$ cat src/hw/rtl/pgt_pkg.sv
`default_nettype none
// ----------------------------------------------------------------------------
// Priority goal table package
// Shared types and constants for the goal table front end, queue and engine.
// ----------------------------------------------------------------------------
package pgt_pkg;

   localparam int unsigned GOAL_SLOTS_DEF = 128;
   localparam int unsigned QUEUE_DEPTH    = 2;

   localparam logic [1:0] FUNC_PUSH     = 2'd0;
   localparam logic [1:0] FUNC_COMPLETE = 2'd1;
   localparam logic [1:0] FUNC_CANCEL   = 2'd2;
   localparam logic [1:0] FUNC_QUERY    = 2'd3;

   localparam logic [1:0] ST_PENDING   = 2'd0;
   localparam logic [1:0] ST_COMPLETED = 2'd1;
   localparam logic [1:0] ST_FAILED    = 2'd2;
   localparam logic [1:0] ST_CANCELLED = 2'd3;

   localparam logic CSR_ENABLE = 1'b0;
   localparam logic CSR_LIMIT  = 1'b1;

   typedef struct packed {
      logic [1:0]  func;
      logic [31:0] goal_id;
      logic [15:0] priority_req;
      logic        success;
      logic [47:0] current_step;
   } req_type;

   typedef struct packed {
      logic [31:0] new_id;
      logic        found;
      logic        active_valid;
      logic [31:0] active_id;
      logic [15:0] active_priority;
      logic [7:0]  open_count;
   } rsp_type;

   // Classified command handed from the front end to the engine.
   typedef struct packed {
      logic        do_push;
      logic        do_mark;
      logic [1:0]  status;
      logic [31:0] goal_id;
      logic [15:0] priority_req;
      logic [47:0] current_step;
      logic [31:0] new_id;
   } cmd_type;

endpackage
`default_nettype wire

$ cat src/hw/rtl/pgt_front.sv
`default_nettype none
// ----------------------------------------------------------------------------
// Goal table front end
// Accepts requests, classifies them and hands out goal ids.
// ----------------------------------------------------------------------------
module pgt_front (
   input  wire               clock,
   input  wire               reset,
   input  wire               take,
   input  pgt_pkg::req_type  req,
   input  wire               enable,
   output pgt_pkg::cmd_type  cmd
);

   logic [31:0] next_id_ff, next_id_in;
   logic [31:0] id_plus1;
   logic [31:0] give_id;
   logic        push;

   assign push     = (req.func == pgt_pkg::FUNC_PUSH) && enable;
   assign id_plus1 = next_id_ff + 32'd1;
   // Id zero is never handed out; the counter steps over it.
   assign give_id  = (next_id_ff == 32'd0) ? id_plus1 : next_id_ff;

   always_comb begin
      next_id_in = next_id_ff;
      if (take && push) begin
         next_id_in = give_id + 32'd1;
      end
   end

   always_ff @(posedge clock) begin
      if (reset) begin
         next_id_ff <= 32'd1;
      end else begin
         next_id_ff <= next_id_in;
      end
   end

   always_comb begin
      cmd.do_push      = push;
      cmd.do_mark      = (req.func == pgt_pkg::FUNC_COMPLETE) ||
                         (req.func == pgt_pkg::FUNC_CANCEL);
      cmd.status       = (req.func == pgt_pkg::FUNC_CANCEL) ? pgt_pkg::ST_CANCELLED :
                         (req.success ? pgt_pkg::ST_COMPLETED : pgt_pkg::ST_FAILED);
      cmd.goal_id      = req.goal_id;
      cmd.priority_req = req.priority_req;
      cmd.current_step = req.current_step;
      cmd.new_id       = push ? give_id : 32'd0;
   end

endmodule
`default_nettype wire

$ cat config.mk
export PLATFORM = sky130hd
export DESIGN_NAME = pgt_front
export DESIGN_NICKNAME = d
export VERILOG_FILES = /design/src/hw/rtl/pgt_pkg.sv /design/src/hw/rtl/pgt_front.sv
export SDC_FILE = /design/constraint.sdc
export NUM_CORES = 1
export LEC_CHECK = 0
export BUFFER_PORTS_ARGS = -buffer_cell sky130_fd_sc_hd__clkbuf_2
export CAP_MARGIN = 20
export CORE_MARGIN = 2
export CORE_UTILIZATION = 25
export DETAILED_ROUTE_END_ITERATION = 7
export PLACE_DENSITY_LB_ADDON = 0.3
export RECOVER_POWER = 50
export SLEW_MARGIN = 20
export SYNTH_ARGS = -nofsm -noshare
export SYNTH_HDL_FRONTEND = slang
export SYNTH_SLANG_ARGS = --single-unit
$ cat constraint.sdc
create_clock -name clock -period 3.6 [get_ports clock]
set_clock_uncertainty 0.05 [all_clocks]
set_input_delay 0.18 -clock clock [delete_from_list [all_inputs] [get_ports clock]]
set_output_delay 0.18 -clock clock [all_outputs]
set_load 0.005 [all_outputs]
; ---- Yosys cells after proc, flatten, opt, wreduce, memory -nomap -nowiden
; Cells that the tools add are included.
[totals]
ff_bits = 32
out_inout_bits = 132
inputBits = 103
[classes]
reduce_logical = 5
n_mux = 4
addsub = 2
eq_ne = 2
[op_table]
columns = op, n
row1 = adder 32 x 1 -> 32 bit (second input constant), 2
row2 = two-way mux 32 bit, 2
row3 = zero test 32 bit, 1
row4 = two-way mux 2 bit, 2
row5 = == test 2 x 1 -> 1 bit (second input constant), 1
row6 = == test 2 bit (second input constant), 1
row7 = logical AND 1 bit, 2
row8 = zero test 2 bit, 1
row9 = logical OR 1 bit, 1

; ---- Depth between registers and ports, before layout
[depth]
depth_word = 3
ltp_mapped = 13
mapped_depth_nobuf = 12

; ---- Worst setup path before layout
; OpenSTA, ideal clock, no wires.
[synth_timing]
kind = reg2reg
start = register next_id_ff[0]
end = register next_id_ff[30]
t_arrival_ps = 2422
stages_incl_launch_ff = 14
path_slack_ps = 1001
period_less_slack_ps = 2599
path_cell_list = dfxtp_1 inv_1 ha_1 nor4b_1 nand4_1 nor2_2 mux2_2 ha_1 nand4_1 nor2_1 clkbuf_1 nand4_1 xnor2_1 nor2_1
[synth_via]
elab_chain_cells = 3
[synth_lines]
columns = element, line
row1 = "start, declared", pgt_front.sv:15  ; logic [31:0] next_id_ff, next_id_in;
row2 = "start signal, assigned", pgt_front.sv:36  ; next_id_ff <= next_id_in;
row3 = adder 32 x 1 -> 32 bit / zero test 32 bit (equally long branches), "pgt_front.sv:21, pgt_front.sv:23"
row4 = two-way mux 32 bit *, pgt_front.sv:23  ; assign give_id = (next_id_ff == 32'd0) ? id_plus1 : next_id_ff;
row5 = adder 32 x 1 -> 32 bit *, pgt_front.sv:28  ; next_id_in = give_id + 32'd1;
; Every way passes the cells marked *; elsewhere a longest branch is shown, timed or not.
; A chain may end at the register's enable or synchronous reset.

; ---- Final worst setup path
[layout_timing]
start = register next_id_ff[0]
end = register next_id_ff[16]
; The elaborated chain is that of the path after synthesis.

==> metrics.md <==
| Metric | Value |
|---|---|
| Top reg by flops | `next_id_ff` |
| Cell variety after synth | `41` |
| RSZ-0062 raised after global routing | `no` |
| WL/cell | `14.4 um` |
| Residual DRC | `0` |
| Crit Path Class | `flop to flop` |
| Synth top area share | `27.9%` |
| Post-layout min period | `3.04 ns` |
| Cell types occupying the most area after synthesis | `buf_4 (28%), dfxtp_1 (24%), and3_1 (7.7%), xor2_1 (6.2%), nor2_1 (3.9%)` |
| Endpoints failing setup | `0` |
| Share of cells above drive strength 1 | `23.2%` |
| Die height | `108 um` |
| Worst Path Max Fanout | `7` |
| Seq/Total Area, Yosys | `23.8%` |
| Yosys reg bits | `32` |
| Die Wd | `108 um` |
| # rows | `37` |
| Pins Over Slew Limit | `0` |
| DP Cell Count | `408` |
| Leak Pwr | `1.06 nW` |
| Initial antenna violation count | `0` |
| Placer Congestion | `0.786` |
| Synth Warn # | `0` |
| Max reg flops | `32` |
| Number of fill cells | `1202` |
| Fin. Hold Viols | `0` |
| Highest Clock Rate | `329 MHz` |
| NumNets Final | `387` |
| Inserted Diodes | `0` |
| WP data required | `3.70 ns` |
| Detailed Routing Iterations Pass 1 | `4` |
| GR Overflow Total | `0` |
| Largest regs | `next_id_ff: 32 flops` |
| Nature of the critical path endpoint | `flop` |
| Largest net degree at the start of global routing | `37` |
| Post_cts resized | `0` |
| Global-route wire length before repair | `9.38 mm` |
| Worst slew margin | `49.8%` |
| Worst Path Arrival | `3.14 ns` |
| Max-Cap Viols | `0` |
| Max Root-Sink Buffers | `2` |
| Clock buffers created by TritonCTS | `5` |
| Synth Instances | `340` |
| Final Cycle Share | `84.4%` |
| Setup tns final | `0 ns` |
| DR iter-0 viols | `81` |
| Ports | `235` |
| Mapped Nets | `448` |
| Area Overhead vs Synth | `-10.8%` |
| Post-DP HPWL | `4.36 mm` |
| Final WS setup | `0.561 ns` |
| Setup bufs post-CTS | `0` |
| Final ANT Viol Nets | `0` |
| Die Area | `11600 um^2` |
| Clk sinks | `32` |
| Dpl ws | `0.615 ns` |
| Mapped cell area | `2690 um^2` |
| Port bufs | `42` |
| CTS tree | `done` |
| Via count | `1922` |
| Fin cells | `416` |
| PD cells | `317 nW/um^2` |
| VDD IR max | `0.128 mV` |
| Slew @ Worst Pin | `0.753 ns` |
| Hold Path Class | `input port to flop` |
| Post-synth top flop | `dfxtp_1` |
| Syn Area/Cell | `7.90 um^2` |
| Initial Util | `25.9%` |
| Cell taking the most area after synthesis | `buf_4` |
| Clk Latency, worst-skew pair | `0.29 ns` |
| Number of synthesized flops with an enable pin | `0` |
| Clk root buf | `clkbuf_8` |
| Via density | `4.62` |
| H-tree Lvls | `2` |
| Core area | `10400 um^2` |
| # hold bufs at CTS | `0` |
| Worst-path clk slew | `0.08 ns` |
| Startpoint Class | `flop` |
| GR Util All Layers | `10.3%` |
| Routed WL | `5.99 mm` |
| Post-synth top cells | `buf_4 (100), and3_1 (33), dfxtp_1 (32)` |
| Most frequent cell after synthesis | `buf_4` |
| Status | `complete, no violations` |
| Fraction of registers with async set/reset | `0%` |
| Vias in the first global route | `1802` |
## layer usage
metal	GRT usage, %	vias to the layer above	wire (um)
met1	13.3	890	2780
met3	2.85	28	335
met4	6.04	0	224
met5	0	-	0
met2	15.0	73	2650
li1	-	931	-
## stage by stage
stage / total power, mW / utilization, % / hold slack [ns] / area [um^2]
after floorplan: 0.487 / - / 0.358 / 2690
after CTS: 0.774 / 23.1 / 0.292 / 2400
after global placement: 0.418 / 22.1 / 0.310 / 2290
final: 0.761 / 23.1 / 0.307 / 2400
after global routing: 0.790 / 23.1 / 0.310 / 2400
after detailed placement: 0.419 / 22.1 / 0.310 / 2290
## final cells by class
type,instances,area (um^2),area share (%)
sequential,32,641,26.7
inverter,8,30.0,1.25
multi-input combinational,187,1210,50.6
clock buffer,5,68.8,2.87
timing repair buffer,45,233,9.70
tap,136,170,7.09
clock inverter,3,42.5,1.77
## logic make-up (layout without fill, tap and decap cells)
logic type               after synthesis  in the layout  synth area share (%)
XOR/XNOR                              24             24                  7.82
AO/OA/AOI/OAI                         15             15                  3.45
AND/OR/NAND/NOR                      140            140                  30.4
adder cells (fa/ha/maj)                5              5                  2.33
flip-flops                            32             32                  23.8
buffers and inverters                121             61                  31.0
multiplexers                           3              3                  1.16
## worst max-delay path, stage by stage, from the launching register on
cell     delay [ns]
dfxtp_1        0.35
inv_1          0.12
ha_1           0.17
nor4b_1        0.25
nand4_1        0.16
nor2_2         0.31
mux2_2         0.23
ha_1           0.20
nand4_1        0.18
nor2_1         0.34
buf_4          0.22
nand3_1        0.09
xor2_1         0.16
nor2_1         0.06
## worst paths after layout
| check | cells past startpoint | slack (ns) | start | end |
|---|---|---|---|---|
| max | 13 | 0.56 | next_id_ff[0]$_SDFFE_PP1P_ | next_id_ff[16]$_SDFFE_PP0P_ |
| max reg2reg | 13 | 0.56 | next_id_ff[0]$_SDFFE_PP1P_ | next_id_ff[16]$_SDFFE_PP0P_ |
| min reg2reg | 2 | 0.48 | next_id_ff[29]$_SDFFE_PP0P_ | next_id_ff[29]$_SDFFE_PP0P_ |
| min | 4 | 0.31 | take | next_id_ff[1]$_SDFFE_PP0P_ |
## cells in the final DEF (no fill, tap or decap), types with 2 or more instances in the layout
cell type,count
xnor2_1,5
nor2_1,28
and3_1,33
nand3_4,2
nand4_1,13
nand3b_1,2
or3_1,3
nor3_1,6
xor2_1,19
inv_1,8
or2_2,2
nand2_1,11
and2_1,4
clkbuf_8,5
and4_1,2
clkbuf_2,42
buf_4,3
nand3_1,15
nor4_1,7
dfxtp_1,32
o21ai_0,5
ha_1,5
nor3_4,2
mux2i_1,2
a21oi_1,5
## power breakdown
part / internal, mW / switching (mW) / total [mW]
Combinational: 0.0178 / 0.0322 / 0.0499
Clock: 0.205 / 0.146 / 0.351
Sequential: 0.357 / 0.00390 / 0.360
Total: 0.579 / 0.182 / 0.761
Note: power is estimated with default switching activity, not from simulation.
