### config.mk
export PLATFORM = sky130hd
export DESIGN_NAME = pgt_queue
export DESIGN_NICKNAME = d
export VERILOG_FILES = /design/src/hw/rtl/pgt_pkg.sv /design/src/hw/rtl/pgt_queue.sv
export SDC_FILE = /design/constraint.sdc
export NUM_CORES = 1
export LEC_CHECK = 0
export BUFFER_PORTS_ARGS = -buffer_cell sky130_fd_sc_hd__buf_2
export CAP_MARGIN = 25
export CORE_UTILIZATION = 35
export DETAILED_ROUTE_END_ITERATION = 8
export PLACE_DENSITY = 0.62
export RECOVER_POWER = 100
export SLEW_MARGIN = 20
export SYNTH_ARGS = -nofsm -noshare
export SYNTH_HDL_FRONTEND = slang
export SYNTH_SLANG_ARGS = --single-unit
### constraint.sdc
create_clock -name clock -period 9.15 [get_ports clock]
set_clock_uncertainty 0.05 [all_clocks]
set_input_delay 0.4575 -clock clock [delete_from_list [all_inputs] [get_ports clock]]
set_output_delay 0.4575 -clock clock [all_outputs]
set_load 0.1 [all_outputs]
### src/hw/rtl/pgt_pkg.sv
`default_nettype none
// ----------------------------------------------------------------------------
// Priority goal table package
// Shared types and constants for the goal table front end, queue and engine.
// ----------------------------------------------------------------------------
package pgt_pkg;

   localparam int unsigned GOAL_SLOTS_DEF = 128;
   localparam int unsigned QUEUE_DEPTH    = 2;

   localparam logic [1:0] FUNC_PUSH     = 2'd0;
   localparam logic [1:0] FUNC_COMPLETE = 2'd1;
   localparam logic [1:0] FUNC_CANCEL   = 2'd2;
   localparam logic [1:0] FUNC_QUERY    = 2'd3;

   localparam logic [1:0] ST_PENDING   = 2'd0;
   localparam logic [1:0] ST_COMPLETED = 2'd1;
   localparam logic [1:0] ST_FAILED    = 2'd2;
   localparam logic [1:0] ST_CANCELLED = 2'd3;

   localparam logic CSR_ENABLE = 1'b0;
   localparam logic CSR_LIMIT  = 1'b1;

   typedef struct packed {
      logic [1:0]  func;
      logic [31:0] goal_id;
      logic [15:0] priority_req;
      logic        success;
      logic [47:0] current_step;
   } req_type;

   typedef struct packed {
      logic [31:0] new_id;
      logic        found;
      logic        active_valid;
      logic [31:0] active_id;
      logic [15:0] active_priority;
      logic [7:0]  open_count;
   } rsp_type;

   // Classified command handed from the front end to the engine.
   typedef struct packed {
      logic        do_push;
      logic        do_mark;
      logic [1:0]  status;
      logic [31:0] goal_id;
      logic [15:0] priority_req;
      logic [47:0] current_step;
      logic [31:0] new_id;
   } cmd_type;

endpackage
`default_nettype wire

### src/hw/rtl/pgt_queue.sv
`default_nettype none
// ----------------------------------------------------------------------------
// Goal table command queue
// Short queue between the front end and the engine.
// ----------------------------------------------------------------------------
module pgt_queue (
   input  wire               clock,
   input  wire               reset,
   input  wire               push,
   input  pgt_pkg::cmd_type  push_data,
   input  wire               pop,
   output pgt_pkg::cmd_type  head,
   output logic              not_empty,
   output logic              full
);

   localparam int unsigned DEPTH = pgt_pkg::QUEUE_DEPTH;
   localparam int unsigned AW    = $clog2(DEPTH);

   pgt_pkg::cmd_type  store_ff [DEPTH];
   logic [AW-1:0]     wr_ff, wr_in, rd_ff, rd_in;
   logic [AW:0]       cnt_ff, cnt_in;

   assign head      = store_ff[rd_ff];
   assign not_empty = (cnt_ff != '0);
   assign full      = (cnt_ff == (AW+1)'(DEPTH));

   always_comb begin
      wr_in  = wr_ff;
      rd_in  = rd_ff;
      cnt_in = cnt_ff;
      if (push) begin
         wr_in = (wr_ff == AW'(DEPTH - 1)) ? '0 : wr_ff + AW'(1);
      end
      if (pop) begin
         rd_in = (rd_ff == AW'(DEPTH - 1)) ? '0 : rd_ff + AW'(1);
      end
      if (push && !pop) begin
         cnt_in = cnt_ff + (AW+1)'(1);
      end else if (pop && !push) begin
         cnt_in = cnt_ff - (AW+1)'(1);
      end
   end

   always_ff @(posedge clock) begin
      if (reset) begin
         wr_ff  <= '0;
         rd_ff  <= '0;
         cnt_ff <= '0;
      end else begin
         wr_ff  <= wr_in;
         rd_ff  <= rd_in;
         cnt_ff <= cnt_in;
      end
   end

   always_ff @(posedge clock) begin
      if (push) begin
         store_ff[wr_ff] <= push_data;
      end
   end

endmodule
`default_nettype wire

* After elaboration in Yosys (flattened, before gate mapping)
Memories as Yosys holds them, arrays and structs flattened. A register that Yosys moved wholly into a read port is not among the register bits.
Index checks and enable logic that the tools add are counted.
W data, S select, Z words.
** Word-level totals
- Flip-flop bits (word level) :: 4
- Memory bits (writable) :: 264
- Input port bits :: 136
- Output and inout port bits :: 134
- Word-level logic and storage cells :: 23
- Memories :: 1
** Memories
- store_ff :: depth 2, bits a word 132, read ports 1, clocked after Yosys merged registers in 1, write ports 1, line pgt_queue.sv:20 : pgt_pkg::cmd_type store_ff [DEPTH];
** Operators by class
- Add/subtract/negate cells :: 4
- Equality and inequality tests :: 1
- Mux-type cells :: 8
- Reduce and logical (&&, ||, !) cells :: 6
** Operator list (count)
- $mux W1 :: 6
- $mux W2 :: 2
- $reduce_bool A2 Y1 :: 2
- $add A1 B1 Y1 const B :: 2
- $add A2 B1 Y2 const B :: 1
- $eq A2 B2 Y1 const B :: 1
- $logic_and A1 B1 Y1 :: 2
- $logic_not A1 Y1 :: 2
- $sub A2 B1 Y2 const B :: 1

* Longest topological paths before layout
Gate-level depths: netlist of run 1.
- Depth after elaboration :: 4
- Mapped depth :: 5
- Depth with buffers taken out :: 5

* Worst setup path after synthesis of run 1
No wires, ideal clock.
- Path type :: input -> register
- Start point :: input push
- End point :: memory store_ff[0][0] in the netlist's numbering, enable pin
- Library setup time :: 641 ps
- Arrival time :: 6177 ps
- Data required time :: 8459 ps
- Path slack :: 2283 ps
- Stages :: 1
- Path buffers :: 0
- Cell sequence :: nor2b_1
** Between the ends
- Cells in the longest elaborated chain, start to end :: 2
** RTL lines
- from (decl) :: line pgt_queue.sv:9 : input wire push,
- $mux W1 :: line pgt_queue.sv:58 : if (push) begin
- $mux W1 (implied by the code) :: line pgt_queue.sv:59 : store_ff[wr_ff] <= push_data;
- to (decl) :: line pgt_queue.sv:20
No other way between the ends.

* Final worst setup path of run 1
- Start point :: register wr_ff
- End point :: memory store_ff[1][68] in the netlist's numbering, enable pin
** RTL lines
- from (decl) :: line pgt_queue.sv:21 : logic [AW-1:0] wr_ff, wr_in, rd_ff, rd_in;
- from (signal assigned) :: line pgt_queue.sv:51 : wr_ff <= wr_in;
No word-level cell before the write port.

==> results by group, run 1 <==
Critical path
  – R2r worst-path depth: 2
  – R2r startpoint: wr_ff$_SDFFE_PP0P_
  – Required @ worst endpoint: 9.26 ns
  – Critical Path Fanout Max: 68
  – R2R setup slack: 3.97 ns
  – Critical Setup Path Class: reg2reg
  – Worst EP arrival: 5.29 ns
  – R2r endpoint: store_ff[1][68]$_DFFE_PP_
  – Worst Setup Start Kind: flop
  – CP Capture Type: flop

Clocking
  – CTS clk-pin slew, worst paths: 0.06 ns
  – Bufs on Longest Clock Path: 3
  – Post-CTS Resized: 0
  – CTS tree: done
  – Clock Latency Late Sink: 0.54 ns
  – CTS buffer count: 29
  – Clock sink count: 269
  – Post-CTS setup buffers: 0
  – Hold_buf cts: 0
  – H-tree levels: 1
  – Root buf cell: clkbuf_16

Flow run
  – Max Cap Viol: 3

STA
  – Fin. Hold Viols: 0
  – Pin slew with the least headroom to its limit: 4.42 ns
  – Final Max Tran Viols: 200
  – Setup TNS: 0 ns
  – Highest clock rate: 0.193 GHz
  – Final setup fails: 0
  – Post-route minimum period: 5.18 ns
  – Worst slew margin: -195%
  – Final period util: 56.7%
  – RSZ-0062 raised after global routing: false
  – Fin worst setup slack: 3.97 ns

Yosys
  – Cells after Synth: 433
  – Area of the mapped netlist: 0.0101 mm2
  – Yosys top cell area share: 78.8%
  – Most frequent cell after synthesis: edfxtp_1
  – Syn nets: 570
  – Sequential-to-total area share from yosys stat: 79.8%
  – Ys flop type: edfxtp_1
  – Syn Area/Cell: 23.2 um2
  – Post-synth ARST share: 0%
  – Synth top cells by count: edfxtp_1, mux2_4, mux2_2, buf_6
  – Netlist cell types: 18
  – Yosys reg bits: 269
  – Yosys top cell by area: edfxtp_1
  – Top post-synthesis cells by area: edfxtp_1, mux2_4, mux2_2, buf_6, dfxtp_1
  – Yosys warnings: 0
  – EDFF count, synth: 264

Layout
  – Final std cells w/o fill: 1120
  – Layout cells sized above 1: 37.2%
  – # fillers: 2563
  – Area grow syn2layout: 23.6%
  – Multi-input logic area: 0.00190 mm2
  – # nets final: 860
  – Register area: 0.00803 mm2

Detailed routing
  – Drc violations: 0
  – DRT Wirelength: 18300 um
  – ANT nets after route: 0
  – Routed len/inst: 16.4 um
  – Drt first-iter violations: 184
  – DR pass1 iterations: 4
  – Vias: 4873
  – Vias per cell: 4.35

Global route
  – Total track usage: 11.9%
  – GRT overflow: 0
  – Initial antenna violation count: 2
  – Vias in the first global route: 4946
  – Global-route wire length before repair: 26600 um
  – Pin count of the biggest net entering global routing: 69

Placed design
  – Port Buffer Count: 269
  – Post-Place Cells: 1070
  – Post-DP HPWL: 11500 um
  – Gpl congestion: 0.674
  – Pre-CTS WS: 6.34 ns

Status
  – Failing checks: capacitance limit, slew limit
  – Outcome: complete, but fails checks

Power
  – Sw Ratio: 32.6%
  – Combinational fraction of design power: 22.8%
  – Power Total: 3290 uW
  – Seq pwr share: 44.6%
  – Cell-internal power: 2210 uW
  – Leak: 0.00441 uW
  – Power Density: 264 mW/mm2
  – NetSw: 1070 uW
  – Clock power share: 32.6%
  – Max VDD drop: 0.000189 V

Die
  – # IOs: 270
  – Core ar.: 0.0280 mm2
  – Die ar.: 0.0294 mm2
  – Die H: 172 um
  – # rows: 61
  – Die width: 172 um
  – Initial Util: 35.9%

Min path
  – Cells on Worst Hold Path: 1
  – HP Class: in2reg
  – WHS Endpoint: store_ff[1][75]$_DFFE_PP_
  – Worst Hold Launch: push_data[75]
## layout by cell type, fill, tap and decap left out, drive strengths merged
cell        n
edfxtp    264
clkbuf    203
mux2      132
buf       107
clkinv      9
dfxtp       5
nor2        4
xor2        2
xnor2       2
bufinv      2
nor2b       2
inv         2
diode       1
or2         1
and2        1
o21ai       1
or3         1
a21oi       1
ha          1
clkinvlp    1
## cell type report
class,count,share of cell area [%]
tap,378,3.80
timing repair buffer,274,9.40
clock buffer,36,6.04
multi-input combinational,148,15.3
clock inverter,13,0.935
sequential,269,64.5
antenna,1,0.0201
inverter,1,0.0302
## per-layer routing
| layer | up-vias | track usage (%) | part of all wire, % |
|---|---|---|---|
| met5 | - | 0 | 0.071 |
| met4 | 2 | 4.50 | 3.0 |
| met3 | 39 | 4.05 | 9.2 |
| met2 | 189 | 19.2 | 47 |
| met1 | 2334 | 14.6 | 40 |
| li1 | 2309 | - | - |
## how the worst max path moves through the flow
stage,depth (start not counted),from,end,slack [ns]
after floorplan,1,push,store_ff[0][0]$_DFFE_PP_,2.28
after global placement,3,push,store_ff[1][110]$_DFFE_PP_,6.32
after detailed placement,3,push,store_ff[1][110]$_DFFE_PP_,6.34
after CTS,3,flop,head[71],5.87
after global routing,2,wr_ff$_SDFFE_PP0P_,store_ff[1][104]$_DFFE_PP_,3.48
final,2,wr_ff$_SDFFE_PP0P_,store_ff[1][68]$_DFFE_PP_,3.97
## power groups by stage
stage	Clock (uW)	Combinational [uW]	Sequential [uW]
global placement	0	773	1480
global route	1150	777	1470
detailed placement	0	775	1490
floorplan	0	661	1490
CTS	1110	776	1460
finish	1070	749	1470
## cell families after synthesis
| family | synth area share [%] |
|---|---|
| compound gates | 0.0994 |
| xor+xnor | 0.348 |
| fa+ha+maj | 0.124 |
| buf+inv | 1.44 |
| flops | 79.8 |
| mux | 17.8 |
| simple gates | 0.460 |
## per-stage QoR
step	hold slack (ns)	area, um2	utilization (%)
after global routing	0.0140	12400	44.4
after global placement	0.431	11800	42.1
final	0.0498	12400	44.4
after CTS	0.0192	12700	45.2
after detailed placement	0.438	11800	42.1
after floorplan	0.406	10100	-
## critical path: stages (launching register included)
cell and delay [ns]:
dfxtp_1 0.39, and2_0 3.17, buf_4 1.09
## flip-flops by register name (all words and copies together), names as in the netlist, named ones only
register	count
cnt_ff	2
store_ff	264
wr_ff	1
rd_ff	1
Note: power is estimated with default switching activity, not from simulation.
==> run 2, diff against run 1 <==
--- a/config.mk
+++ b/config.mk
@@ -9,7 +9,7 @@
 export CAP_MARGIN = 25
 export CORE_UTILIZATION = 35
 export DETAILED_ROUTE_END_ITERATION = 8
-export PLACE_DENSITY = 0.62
+export PLACE_DENSITY = 0.64
 export RECOVER_POWER = 100
 export SLEW_MARGIN = 20
 export SYNTH_ARGS = -nofsm -noshare
==> constraint.sdc (replaced) <==
create_clock -name clock -period 4.6 [get_ports clock]
set_clock_uncertainty 0.05 [all_clocks]
set_input_delay 0.23 -clock clock [delete_from_list [all_inputs] [get_ports clock]]
set_output_delay 0.23 -clock clock [all_outputs]
set_load 0.1 [all_outputs]
==> run 2 against run 1 <==
Non-clock buffer count grew 137. Critical endpoint is now store_ff[0][39]$_DFFE_PP_. Count of clock-buffer cells in the layout decreased by 1. The flow still finishes with violations (capacitance limit, slew limit). Register-to-register slack worse by 2.5 ns. Core utilization increased by 5.0 points. Clock power is 98% higher. Setup slack worse by 2.7 ns. Final cell count rose by 13%. Wire length up 11%. Sequential share of layout area down 6.5 points.
==> results by group, run 2 (synthesis results as in run 1) <==
Die
  – Die H: 172 um (unchanged)
  – # rows: 61 (unchanged)
  – Initial Util: 35.9% (unchanged)
  – Die ar.: 0.0294 mm2 (unchanged)
  – Die width: 172 um (unchanged)
  – # IOs: 270 (unchanged)
  – Core ar.: 0.0280 mm2 (unchanged)

Critical path
  – Worst EP arrival: 3.39 ns (-1.90 ns)
  – CP Capture Type: flop
  – R2R setup slack: 1.43 ns (-2.54 ns)
  – Worst Setup Start Kind: primary input
  – R2r endpoint: store_ff[0][39]$_DFFE_PP_
  – Critical Setup Path Class: in2reg
  – Required @ worst endpoint: 4.63 ns (-4.63 ns)
  – R2r startpoint: wr_ff$_SDFFE_PP0P_
  – Setup crit end: store_ff[0][39]$_DFFE_PP_
  – CP startpoint: push
  – Critical Path Fanout Max: 105 (+54%)
  – R2r worst-path depth: 2 (unchanged)

Placed design
  – Pre-CTS WS: 2.25 ns (-4.09 ns)
  – Post-DP Area: 0.0118 mm2 (+0.32%)
  – Port Buffer Count: 269 (unchanged)
  – Post-DP HPWL: 12300 um (+7.0%)
  – Gpl congestion: 0.732 (+8.5%)

Detailed routing
  – ANT nets after route: 0 (unchanged)
  – Vias: 5449 (+12%)
  – DRT Wirelength: 20300 um (+11%)
  – Vias per cell: 4.32 (-0.60%)
  – Drt first-iter violations: 230 (+25%)
  – DR pass1 iterations: 5 (+1)
  – Drc violations: 0 (unchanged)
  – Routed len/inst: 16.1 um (-1.4%)

Clocking
  – Post-CTS Resized: 0 (unchanged)
  – H-tree levels: 1 (unchanged)
  – Clock Latency Late Sink: 0.54 ns (about the same)
  – Clock sink count: 269 (unchanged)
  – Bufs on Longest Clock Path: 3 (unchanged)
  – CTS tree: done
  – CTS buffer count: 29 (unchanged)
  – Post-CTS setup buffers: 0 (unchanged)
  – CTS clk-pin slew, worst paths: 0.06 ns (about the same)
  – Root buf cell: clkbuf_16

Layout
  – Cell area after layout: 0.0138 mm2 (+11%)
  – Most frequent cells in the layout: edfxtp_1, clkbuf_1, dlygate4sd3_1, buf_2, mux2_4
  – Area grow syn2layout: 37.4%
  – Largest regs: store_ff x264, cnt_ff x2
  – Biggest register: store_ff
  – Commonest non-fill, non-tap cell in the layout: edfxtp_1
  – Max reg flops: 264 (unchanged)
  – Layout cells sized above 1: 29.9% (-7.4 points)
  – # nets final: 997 (+16%)

STA
  – Final Max Tran Viols: 134 (-33%)
  – Setup TNS: 0 ns (unchanged)
  – Final period util: 73.0%
  – Post-route minimum period: 3.36 ns
  – Worst slew margin: -92.7% (+100 points)
  – Pin slew with the least headroom to its limit: 2.89 ns (-1.53 ns)
  – Fin. Hold Viols: 0 (unchanged)
  – RSZ-0062 raised after global routing: false
  – Fin worst setup slack: 1.24 ns (-2.72 ns)
  – Final setup fails: 0 (unchanged)
  – Highest clock rate: 0.298 GHz

Flow run
  – Max Cap Viol: 3 (unchanged)

Min path
  – HP Class: in2reg

Global route
  – Global-route wire length before repair: 30200 um (+14%)
  – Total track usage: 13.4% (+1.5 points)
  – Vias in the first global route: 5781 (+17%)
  – Initial antenna violation count: 2 (unchanged)
  – GRT overflow: 0 (unchanged)
  – Pin count of the biggest net entering global routing: 106 (+54%)

Power
  – Power Density: 479 mW/mm2 (+81%)
  – Power Total: 6630 uW (+100%)
  – Max VDD drop: 0.000385 V (+100%)
  – Leak: 0.00495 uW (+12%)

Status
  – Failing checks: capacitance limit, slew limit
  – Outcome: complete, but fails checks
==> run 2: area by class of cell <==
| class | instances | area [um2] |
|---|---|---|
| multi-input cells | 148 | 1890 |
| inverters | 1 | 3.75 |
| clock inverters | 16 | 121 |
| repair buffers | 411 | 2560 |
| clock buffers | 35 | 748 |
| diodes | 2 | 5.00 |
| fillers | 2429 | 14200 |
| well taps | 378 | 473 |
| flip-flops and latches | 269 | 8030 |
==> run 2: stage by stage <==
step | util, % | instances | hold WS (ns)
after floorplan | - | 433 | 0.249
after global placement | 42.2 | 1070 | 0.367
after detailed placement | 42.2 | 1070 | 0.371
after CTS | 50.2 | 1257 | 0.320
after global routing | 49.4 | 1260 | 0.341
final | 49.4 | 1260 | 0.355
==> run 2: worst min path at each step <==
| stage | startpoint | to | slack (ns) | depth (start not counted) |
|---|---|---|---|---|
| 2_1_floorplan | reset | cnt_ff[1]$_SDFFE_PP0P_ | 0.25 | 1 |
| 3_3_place_gp | push_data[114] | store_ff[0][114]$_DFFE_PP_ | 0.37 | 1 |
| 3_5_place_dp | push_data[102] | store_ff[1][102]$_DFFE_PP_ | 0.37 | 1 |
| 4_1_cts | push_data[28] | store_ff[0][28]$_DFFE_PP_ | 0.32 | 2 |
| 5_1_grt | push_data[118] | store_ff[0][118]$_DFFE_PP_ | 0.34 | 2 |
| 6_report | push_data[12] | store_ff[0][12]$_DFFE_PP_ | 0.35 | 2 |
==> run 2: layer usage <==
layer	routed length, um	up-vias	track usage [%]
met5	0	-	0
li1	-	2581	-
met3	1540	32	4.05
met2	10100	202	23.1
met4	412	0	3.34
met1	8290	2634	16.4
==> run 2: power by group <==
group	total (uW)	internal, uW	switching (uW)
combinational	1590	355	1230
sequential	2920	2870	51.2
clock	2120	1210	905
total	6630	4440	2190
==> run 2: timing repair <==
| action | in CTS | in global routing |
|---|---|---|
| setup endpoints to repair | 0 | 0 |
| endpoints found under the hold margin | 269 | 0 |
| hold buffers | 136 | 0 |
==> run 2: worst max-delay path, cell delays in order <==
cell	delay, ns
dlygate4sd3_1	0.53
clkbuf_1	0.23
nor2b_1	0.21
clkbuf_2	1.95
